$ cat config.mk
export PLATFORM = sky130hd
export DESIGN_NAME = quoted_key_value_extractor
export DESIGN_NICKNAME = d
export VERILOG_FILES = /design/src/rtl/qkve_pkg.sv /design/src/rtl/quoted_key_value_extractor.sv
export SDC_FILE = /design/constraint.sdc
export NUM_CORES = 2
export LEC_CHECK = 0
export BUFFER_PORTS_ARGS = -buffer_cell sky130_fd_sc_hd__buf_2
export CAP_MARGIN = 20
export CORE_MARGIN = 4
export CORE_UTILIZATION = 54
export DETAILED_ROUTE_END_ITERATION = 8
export HOLD_SLACK_MARGIN = 0.08
export PLACE_DENSITY = 0.74
export SLEW_MARGIN = 20
export SYNTH_ARGS = -nofsm -noshare
export SYNTH_HDL_FRONTEND = slang
export SYNTH_SLANG_ARGS = --single-unit
$ cat constraint.sdc
create_clock -name aclk -period 6.4 [get_ports aclk]
set_input_delay 0.32 -clock aclk [delete_from_list [all_inputs] [get_ports aclk]]
set_output_delay 0.32 -clock aclk [all_outputs]
set_load 0.02 [all_outputs]
$ cat src/rtl/qkve_pkg.sv
`default_nettype none

package qkve_pkg;

    // progress of the decimal conversion inside the value token
    typedef enum logic [2:0] {
        PH_SPACE,
        PH_SIGNED,
        PH_INT,
        PH_FRAC,
        PH_STOP
    } number_phase_t;

    // configuration register indexes
    localparam logic [1:0] REG_KEY_FIRST  = 2'd0;
    localparam logic [1:0] REG_KEY_REST   = 2'd1;
    localparam logic [1:0] REG_KEY_LENGTH = 2'd2;

    localparam int          KEY_CHARS         = 14;
    localparam int          MAX_TOKEN_CHARS   = 14;
    localparam logic [3:0]  POSITION_OVERLONG = 4'd15;

    localparam logic [7:0]  QUOTE_CHAR = 8'h22;
    localparam logic [7:0]  POINT_CHAR = 8'h2E;
    localparam logic [7:0]  PLUS_CHAR  = 8'h2B;
    localparam logic [7:0]  MINUS_CHAR = 8'h2D;
    localparam logic [7:0]  ZERO_CHAR  = 8'h30;
    localparam logic [7:0]  NINE_CHAR  = 8'h39;

    localparam logic [2:0]  MAX_FRACTION_DIGITS = 3'd6;
    localparam logic [19:0] INT_PART_MAX        = 20'd65535;

    // fraction scaled to six digits, binary fraction = floor(f6 * 2^16 / 10^6)
    // = floor(f6 * 1024 / 15625), estimated by a reciprocal then corrected once
    localparam logic [13:0] FRAC_DIVISOR = 14'd15625;
    localparam logic [26:0] RECIP_DIV    = 27'd70368744;   // floor(2^40 / 15625)
    localparam int          RECIP_SHIFT  = 30;

    // weight of the next fraction digit once scaled to six digits
    function automatic logic [16:0] frac_weight(input logic [2:0] count);
        logic [16:0] w;
        case (count)
            3'd0:    w = 17'd100000;
            3'd1:    w = 17'd10000;
            3'd2:    w = 17'd1000;
            3'd3:    w = 17'd100;
            3'd4:    w = 17'd10;
            3'd5:    w = 17'd1;
            default: w = 17'd0;
        endcase
        return w;
    endfunction

endpackage

`default_nettype wire

$ cat src/rtl/quoted_key_value_extractor.sv
// quoted_key_value_extractor
//
// Scans a text record, one byte per beat on the s_ channel, for double-quoted
// tokens. The token after the first token equal to the configured key is
// converted as a decimal number and given out on the m_ channel as signed
// Q16.16 with m_outcome 0. A record that ends (s_end_of_record on its last
// beat) without such a value gives one beat with m_outcome 1 and value 0.
// At most one result beat per record.
// Key registers are written through the cfg_ channel (always ready): index 0
// key characters 0..7, index 1 characters 8..13, index 2 key length. The user
// must write them only while the block is idle; the block does not enforce it.
// Throughput: one text byte per cycle while s_ready is high. The scan registers
// update on each accepted byte; the result then passes a four-register pipeline
// (reciprocal multiply, correction, saturation) before m_valid rises. Each
// pipeline stage holds when the next one is full and stalled; s_ready only
// drops when the incoming byte would create a result and the first stage
// cannot take it, so scanning carries on while a result waits.
// Reset (aresetn low, synchronous) clears the scan state, the key registers
// and the pipeline; nothing is lost or repeated under back-pressure.

`default_nettype none

module quoted_key_value_extractor
    import qkve_pkg::*;
(
    input  wire logic               aclk,
    input  wire logic               aresetn,

    input  wire logic               s_valid,
    output logic                    s_ready,
    input  wire logic [7:0]         s_text_byte,
    input  wire logic               s_end_of_record,

    output logic                    m_valid,
    input  wire logic               m_ready,
    output logic signed [31:0]      m_number_value,
    output logic                    m_outcome,

    input  wire logic               cfg_valid,
    output logic                    cfg_ready,
    input  wire logic [1:0]         cfg_index,
    input  wire logic [63:0]        cfg_data
);

    // ---------------------------------------------------------------
    // key registers
    // ---------------------------------------------------------------
    logic [63:0] key_first_reg;
    logic [47:0] key_rest_reg;
    logic [3:0]  key_length_reg;
    logic [7:0]  key_chars [KEY_CHARS];

    assign cfg_ready = 1'b1;

    always_ff @(posedge aclk) begin
        if (!aresetn) begin
            key_first_reg  <= '0;
            key_rest_reg   <= '0;
            key_length_reg <= '0;
        end else if (cfg_valid && cfg_ready) begin
            case (cfg_index)
                REG_KEY_FIRST:  key_first_reg  <= cfg_data;
                REG_KEY_REST:   key_rest_reg   <= cfg_data[47:0];
                REG_KEY_LENGTH: key_length_reg <= cfg_data[3:0];
                default: ;      // unused index, write dropped
            endcase
        end
    end

    // key characters 0..7 from the first word, 8..13 from the second
    always_comb begin
        for (int i = 0; i < KEY_CHARS; i++) begin
            if (i < 8) begin
                key_chars[i] = key_first_reg[8*i +: 8];
            end else begin
                key_chars[i] = key_rest_reg[8*(i-8) +: 8];
            end
        end
    end

    // ---------------------------------------------------------------
    // scan state
    // ---------------------------------------------------------------
    logic          inside_quotes_reg,  inside_quotes_next;
    logic [3:0]    token_position_reg, token_position_next;
    logic          still_matching_reg, still_matching_next;
    logic          key_seen_reg,       key_seen_next;
    logic          answer_given_reg,   answer_given_next;
    number_phase_t number_phase_reg,   number_phase_next;
    logic          negative_sign_reg,  negative_sign_next;
    logic [15:0]   integer_part_reg,   integer_part_next;
    logic [19:0]   frac_scaled_reg,    frac_scaled_next;   // fraction digits scaled to 10^6
    logic [2:0]    fraction_count_reg, fraction_count_next;

    logic          res_produce;        // this byte creates a result beat
    logic          res_missing;        // that beat reports not-found
    logic          in_accept;

    logic          is_digit;
    logic          is_space;
    logic [3:0]    digit_val;
    logic [19:0]   int_times_ten;
    logic [20:0]   frac_step;

    assign is_digit  = (s_text_byte >= ZERO_CHAR) && (s_text_byte <= NINE_CHAR);
    assign is_space  = s_text_byte inside {8'h20, [8'h09:8'h0D]};
    assign digit_val = s_text_byte[3:0];

    // integer_part * 10 + digit
    assign int_times_ten = 20'({integer_part_reg, 3'b000}) + 20'({integer_part_reg, 1'b0})
                         + 20'(digit_val);
    assign frac_step     = 21'(digit_val) * 21'(frac_weight(fraction_count_reg));

    always_comb begin
        inside_quotes_next  = inside_quotes_reg;
        token_position_next = token_position_reg;
        still_matching_next = still_matching_reg;
        key_seen_next       = key_seen_reg;
        answer_given_next   = answer_given_reg;
        number_phase_next   = number_phase_reg;
        negative_sign_next  = negative_sign_reg;
        integer_part_next   = integer_part_reg;
        frac_scaled_next    = frac_scaled_reg;
        fraction_count_next = fraction_count_reg;
        res_produce         = 1'b0;
        res_missing         = 1'b0;

        if (!answer_given_reg) begin
            if (!inside_quotes_reg) begin
                if (s_text_byte == QUOTE_CHAR) begin
                    inside_quotes_next  = 1'b1;
                    token_position_next = '0;
                    still_matching_next = 1'b1;
                    number_phase_next   = PH_SPACE;
                    negative_sign_next  = 1'b0;
                    integer_part_next   = '0;
                    frac_scaled_next    = '0;
                    fraction_count_next = '0;
                end
            end else if (s_text_byte == QUOTE_CHAR) begin
                inside_quotes_next = 1'b0;
                if (key_seen_reg) begin
                    res_produce       = 1'b1;
                    answer_given_next = 1'b1;
                end else if (still_matching_reg && token_position_reg == key_length_reg) begin
                    key_seen_next = 1'b1;
                end
            end else begin
                // number conversion of the value token
                if (key_seen_reg) begin
                    case (number_phase_reg)
                        PH_SPACE, PH_SIGNED, PH_INT: begin
                            if (is_digit) begin
                                integer_part_next = (int_times_ten > INT_PART_MAX) ?
                                                    16'hFFFF : int_times_ten[15:0];
                                number_phase_next = PH_INT;
                            end else if (s_text_byte == POINT_CHAR) begin
                                number_phase_next = PH_FRAC;
                            end else if (number_phase_reg == PH_SPACE && is_space) begin
                                number_phase_next = PH_SPACE;
                            end else if (number_phase_reg == PH_SPACE &&
                                         (s_text_byte == PLUS_CHAR ||
                                          s_text_byte == MINUS_CHAR)) begin
                                negative_sign_next = (s_text_byte == MINUS_CHAR);
                                number_phase_next  = PH_SIGNED;
                            end else begin
                                number_phase_next = PH_STOP;
                            end
                        end
                        PH_FRAC: begin
                            if (is_digit) begin
                                if (fraction_count_reg < MAX_FRACTION_DIGITS) begin
                                    frac_scaled_next    = frac_scaled_reg + frac_step[19:0];
                                    fraction_count_next = fraction_count_reg + 3'd1;
                                end
                            end else begin
                                number_phase_next = PH_STOP;
                            end
                        end
                        default: ;
                    endcase
                end
                // on-the-fly key compare
                if (token_position_reg < 4'(MAX_TOKEN_CHARS)) begin
                    if (token_position_reg >= key_length_reg ||
                        key_chars[token_position_reg] != s_text_byte) begin
                        still_matching_next = 1'b0;
                    end
                    token_position_next = token_position_reg + 4'd1;
                end else begin
                    still_matching_next = 1'b0;
                    token_position_next = POSITION_OVERLONG;
                end
            end
        end

        if (s_end_of_record) begin
            if (!answer_given_next) begin
                res_produce = 1'b1;
                res_missing = 1'b1;
            end
            inside_quotes_next  = 1'b0;
            token_position_next = '0;
            still_matching_next = 1'b1;
            key_seen_next       = 1'b0;
            answer_given_next   = 1'b0;
            number_phase_next   = PH_SPACE;
            negative_sign_next  = 1'b0;
            integer_part_next   = '0;
            frac_scaled_next    = '0;
            fraction_count_next = '0;
        end
    end

    always_ff @(posedge aclk) begin
        if (!aresetn) begin
            inside_quotes_reg  <= 1'b0;
            token_position_reg <= '0;
            still_matching_reg <= 1'b1;
            key_seen_reg       <= 1'b0;
            answer_given_reg   <= 1'b0;
            number_phase_reg   <= PH_SPACE;
            negative_sign_reg  <= 1'b0;
            integer_part_reg   <= '0;
            frac_scaled_reg    <= '0;
            fraction_count_reg <= '0;
        end else if (in_accept) begin
            inside_quotes_reg  <= inside_quotes_next;
            token_position_reg <= token_position_next;
            still_matching_reg <= still_matching_next;
            key_seen_reg       <= key_seen_next;
            answer_given_reg   <= answer_given_next;
            number_phase_reg   <= number_phase_next;
            negative_sign_reg  <= negative_sign_next;
            integer_part_reg   <= integer_part_next;
            frac_scaled_reg    <= frac_scaled_next;
            fraction_count_reg <= fraction_count_next;
        end
    end

    // ---------------------------------------------------------------
    // result pipeline, each stage advances when the next has room
    // ---------------------------------------------------------------
    logic        s1_valid_reg, s2_valid_reg, s3_valid_reg, m_valid_reg;
    logic        s1_ready, s2_ready, s3_ready, out_ready;

    logic        s1_missing_reg, s2_missing_reg, s3_missing_reg;
    logic        s1_neg_reg, s2_neg_reg, s3_neg_reg;
    logic [15:0] s1_int_reg, s2_int_reg, s3_int_reg;
    logic [19:0] s1_f6_reg, s2_f6_reg;
    logic [15:0] s2_quot_reg;      // quotient estimate, one low at most
    logic [15:0] s3_frac_reg;      // Q0.16 fraction

    logic [46:0] recip_prod;
    logic [29:0] div_num;
    logic [29:0] div_back;
    logic [29:0] div_rem;
    logic [15:0] quot_fixed;

    logic [31:0] mag;
    logic [31:0] mag_neg_sat;
    logic [31:0] value_next;
    logic signed [31:0] m_number_value_reg;
    logic        m_outcome_reg;

    assign out_ready = !m_valid_reg  || m_ready;
    assign s3_ready  = !s3_valid_reg || out_ready;
    assign s2_ready  = !s2_valid_reg || s3_ready;
    assign s1_ready  = !s1_valid_reg || s2_ready;

    // bytes that create no result never wait on the pipeline
    assign s_ready   = !res_produce || s1_ready;
    assign in_accept = s_valid && s_ready;

    assign recip_prod = 47'(s1_f6_reg) * 47'(RECIP_DIV);

    assign div_num    = {s2_f6_reg, 10'b0};
    assign div_back   = 30'(s2_quot_reg) * 30'(FRAC_DIVISOR);
    assign div_rem    = div_num - div_back;
    assign quot_fixed = (div_rem >= 30'(FRAC_DIVISOR)) ? s2_quot_reg + 16'd1 : s2_quot_reg;

    // magnitude, then saturation to the signed range
    assign mag         = {s3_int_reg, s3_frac_reg};
    assign mag_neg_sat = (mag > 32'h8000_0000) ? 32'h8000_0000 : mag;
    always_comb begin
        if (s3_neg_reg) begin
            value_next = 32'd0 - mag_neg_sat;
        end else begin
            value_next = (mag > 32'h7FFF_FFFF) ? 32'h7FFF_FFFF : mag;
        end
    end

    // valid bits
    always_ff @(posedge aclk) begin
        if (!aresetn) begin
            s1_valid_reg <= 1'b0;
            s2_valid_reg <= 1'b0;
            s3_valid_reg <= 1'b0;
            m_valid_reg  <= 1'b0;
        end else begin
            if (s1_ready) begin
                s1_valid_reg <= in_accept && res_produce;
            end
            if (s2_ready) begin
                s2_valid_reg <= s1_valid_reg;
            end
            if (s3_ready) begin
                s3_valid_reg <= s2_valid_reg;
            end
            if (out_ready) begin
                m_valid_reg <= s3_valid_reg;
            end
        end
    end

    // payload, no reset needed
    always_ff @(posedge aclk) begin
        if (s1_ready) begin
            s1_missing_reg <= res_missing;
            s1_neg_reg     <= res_missing ? 1'b0  : negative_sign_reg;
            s1_int_reg     <= res_missing ? 16'd0 : integer_part_reg;
            s1_f6_reg      <= res_missing ? 20'd0 : frac_scaled_reg;
        end
        if (s2_ready) begin
            s2_missing_reg <= s1_missing_reg;
            s2_neg_reg     <= s1_neg_reg;
            s2_int_reg     <= s1_int_reg;
            s2_f6_reg      <= s1_f6_reg;
            s2_quot_reg    <= recip_prod[RECIP_SHIFT +: 16];
        end
        if (s3_ready) begin
            s3_missing_reg <= s2_missing_reg;
            s3_neg_reg     <= s2_neg_reg;
            s3_int_reg     <= s2_int_reg;
            s3_frac_reg    <= quot_fixed;
        end
        if (out_ready) begin
            m_outcome_reg      <= s3_missing_reg;
            m_number_value_reg <= signed'(value_next);
        end
    end

    assign m_valid        = m_valid_reg;
    assign m_outcome      = m_outcome_reg;
    assign m_number_value = m_number_value_reg;

    // ---------------------------------------------------------------
    // checks
    // ---------------------------------------------------------------

    // end of record always leaves the scanner back at its start
    assert property (@(posedge aclk) disable iff (!aresetn)
        in_accept && s_end_of_record |=>
            !inside_quotes_reg && !key_seen_reg && !answer_given_reg)
        else $error("scan state not cleared after end of record");

    // an answer is only given once the key has been seen
    assert property (@(posedge aclk) disable iff (!aresetn)
        answer_given_reg |-> key_seen_reg)
        else $error("answer given without key");

    // an overlong token can never match
    assert property (@(posedge aclk) disable iff (!aresetn)
        token_position_reg == POSITION_OVERLONG |-> !still_matching_reg)
        else $error("overlong token still matching");

    // not-found beats carry a zero value
    assert property (@(posedge aclk) disable iff (!aresetn)
        m_valid && m_outcome |-> m_number_value == 32'sd0)
        else $error("not-found beat with non-zero value");

endmodule

`default_nettype wire

==> results.md <==
* Adder-cell share of the synthesized area at 36.1%
* Filler cell count in the final layout at 4,228
* Initial standard-cell utilization of the core at 54.5%
* Cell Count Post-Placement at 3,986
* M2 GR Usage at 41.7%
* Maximum buffer depth of the clock tree at 3
* Fraction of final layout cells sized beyond drive strength 1 at 16.0%
* Worst vdd ir at 220 uV
* Capturing element type of the critical path: flip-flop
* Number of buffers added on ports at 114
* Root buffer cell: clkbuf_16
* Number of flops mapped to enable cells by yosys at 159
* Total of warnings raised by yosys at 0
* Gpl congestion at 0.928
* Die Span Y at 243 um
* Most used DFF post-synth: dfxtp_1
* Detailed-router iteration count before antenna repair at 7
* Hold Path Cell Cnt at 2
* End of the worst hold path: s2_valid_reg
* Result of the run: finished with violations
* Number of nets produced by synthesis at 3,839
* Area share of the largest cell type after synthesis at 18.8%
* Mean number of vias per cell at 5.45
* Crit start category: flip-flop
* Cell with the biggest individual delay on the critical path: fa_2
* Cells taking the most area after synthesis: fa_1 (19%), ha_1 (17%), edfxtp_1 (16%), dfxtp_1 (11%), inv_1 (6.4%)
* Horizontal die dimension at 243 um
* Pin count of the biggest net entering global routing at 135
* Initial antenna violation count at 1
* Clock-pin slew of the registers on the worst-case setup and hold paths at 70 ps
* Pre-CTS setup slack at -400 ps
* Top achievable clock speed at 148 MHz
* Setup repair after global routing missed its margin: true
* Total standard cell area after synthesis at 0.0299 mm^2
* Met3 Track Usage GR at 3.55%
* Total via count in the routed design at 22,700
* Leak at 17.2 nW
* Post-layout minimum cycle time at 6750 ps
* Half-perimeter wire length after placement at 56.1 mm
* Setup skew after layout at 32.7 ps
* Normalized max-slew margin at 35.2%
* Delay of the slowest critical-path stage at 620 ps
* Compound-Gate Fraction of Synth Area at 11.3%
* Multiplexer share of the synthesized area at 2.36%
* Detailed Route Iter0 Violations at 1,424
* Register area share after synthesis at 27.4%
* Die ar. at 0.0593 mm^2
* Post-Synth XOR/XNOR Area at 2.60%
* Setup WS post-layout at -355 ps
* Clock tree from TritonCTS: done
* Final count of negative-setup-slack endpoints at 9
* Average cell area after synthesis at 9.78 um^2
* Antenna Nets Post-Route at 0
* Total Routing Usage GR at 24.1%
* Leading post-synthesis cells by instance count: inv_1 (508), ha_1 (415), nand2_1 (370)
* Num CTS Buffers at 39
* Cell type with the largest total area after synthesis: fa_1
* Areal power density over the cells at 142 mW/mm^2
* DRT Wirelength at 72.4 mm
* Net count, final at 4,163
* Failing checks: setup timing
* Final instance count without filler cells at 4,164
* Setup Crit Path Kind: flip-flop to flip-flop
* Post-route DRC violation count at 0
* Final hold slack at 128 ps
* Number of flip-flops under the largest register name at 64
* Critical path arrival at 7060 ps
* Area grow syn2layout at 17.6%
* Final period utilization at 106%
* Depth of the worst register-to-register path at 25
* R2r setup slk at -350 ps
* Global-route wire length before repair at 117 mm
* Async set-or-reset flop fraction in the synthesized netlist at 0%
* Most used cell, CP: fa_1
* Worst Path Required at 6710 ps
* Unique cell type count in the Yosys netlist at 95
* Detailed-route wire length per cell at 17.4 um
* H-Tree Level Count at 2
* Clock sink count at 330
* Synthesized flop and latch total at 330
* Clk_lat worst skew at 570 ps
* Combinational family with the most area after synthesis: adder cells
* CP Max Fanout at 3
* Basic-gate share of the synthesized area counting and, or, nand and nor cells at 12.5%
* Worst reg2reg endpoint: s2_quot_reg[10]
* Type of the most critical hold path: primary input to flip-flop
* Hold Path Origin: aresetn
* Slew Viols, Final at 0
* Number of global-route vias before repair at 23,100
* Cell with the most instances after synthesis: inv_1
* Leftover overflow at the end of global routing at 0
* Max-cap violation count at 0
* Cell count after synthesis at 3,063
* Endpoints failing hold at 0
* Most Crowded Layer GR: met2
* Critical R2R Launch: s1_f6_reg[9]
* Core region area at 0.0550 mm^2
* Tightest Pin Transition at 971 ps
* Final standard cell utilization of the core at 64.1%
* Number of top-level design ports at 116
* Global-route met1 utilization at 31.5%
* Std-Cell Rows at 86
## report_power, final
group          switching (W)  internal (W)
Clock               0.000932       0.00129
Combinational       0.000304      0.000240
Sequential         0.0000202       0.00223
## cells by family (layout without fill, tap and decap cells)
group | count (synthesis) | count (layout)
simple gates | 793 | 793
fa+ha+maj | 696 | 696
buf+inv | 604 | 956
compound gates | 502 | 502
flops | 330 | 330
xor+xnor | 89 | 89
mux | 48 | 48
other cells | 1 | 2
## how the worst max path moves through the flow
stage                                 end          start  cells past startpoint  slack, ps
after floorplan           s2_quot_reg[15]  s1_f6_reg[10]                     23        -90
after global routing      s2_quot_reg[10]  s1_f6_reg[18]                     26       -590
final                     s2_quot_reg[10]   s1_f6_reg[9]                     25       -350
after CTS                 s2_quot_reg[15]   s1_f6_reg[9]                     23       -330
after global placement    s2_quot_reg[15]  s1_f6_reg[18]                     22       -300
after detailed placement  s2_quot_reg[15]  s1_f6_reg[11]                     21       -400
## placed cells by master, fill, tap and decap left out, drive strengths merged, types with 73 or more instances in the layout
cell / synthesis / final
o21ai: 97 / 97
nor2b: 73 / 73
dfxtp: 171 / 171
nand2: 373 / 373
nor2: 117 / 117
ha: 415 / 415
a21oi: 110 / 110
edfxtp: 159 / 159
a21boi: 120 / 120
buf: 19 / 313
inv: 509 / 513
fa: 281 / 281
## what timing repair did
action                                 in CTS  in global routing
setup buffers                              21                 22
setup endpoints to repair                  25                 27
endpoints found under the hold margin     117                  0
hold buffers                               65                  0
resized for setup                          62                 59
gates cloned                                2                  0
pin swaps                                  64                 70
## worst max-delay path, delay by kind of cell, from the launching register on
kind            cells  cell delay (ps)
fa+ha+maj           8             3710
compound gates      6             1250
buf+inv             7              600
flops               1              440
simple gates        3              350
xor+xnor            1              140
## metal layers
layer	wire length [um]	vias to the layer above
met5	0	-
met4	2410	0
met1	30800	11100
met3	3330	156
li1	-	10900
met2	35900	569
## final cells by class
class | instances | area, um^2 | share of cell area (%)
multi-input cells | 2129 | 20000 | 56.9
flip-flops and latches | 330 | 8200 | 23.3
repair buffers | 378 | 2830 | 8.03
inverters | 509 | 1910 | 5.42
clock buffers | 55 | 1130 | 3.20
well taps | 748 | 936 | 2.66
clock inverters | 14 | 169 | 0.480
diodes | 1 | 2.50 | 0.00710
## per-stage QoR
step / power (W) / area, um^2 / TNS, ps
5_1_grt: 0.00520 / 35200 / -4750
3_5_place_dp: 0.00274 / 32300 / -3490
2_1_floorplan: 0.00260 / 30000 / -126
4_1_cts: 0.00505 / 34800 / -1540
6_report: 0.00502 / 35200 / -2010
3_3_place_gp: 0.00272 / 32300 / -2470
(Power assumes the default switching activity.)
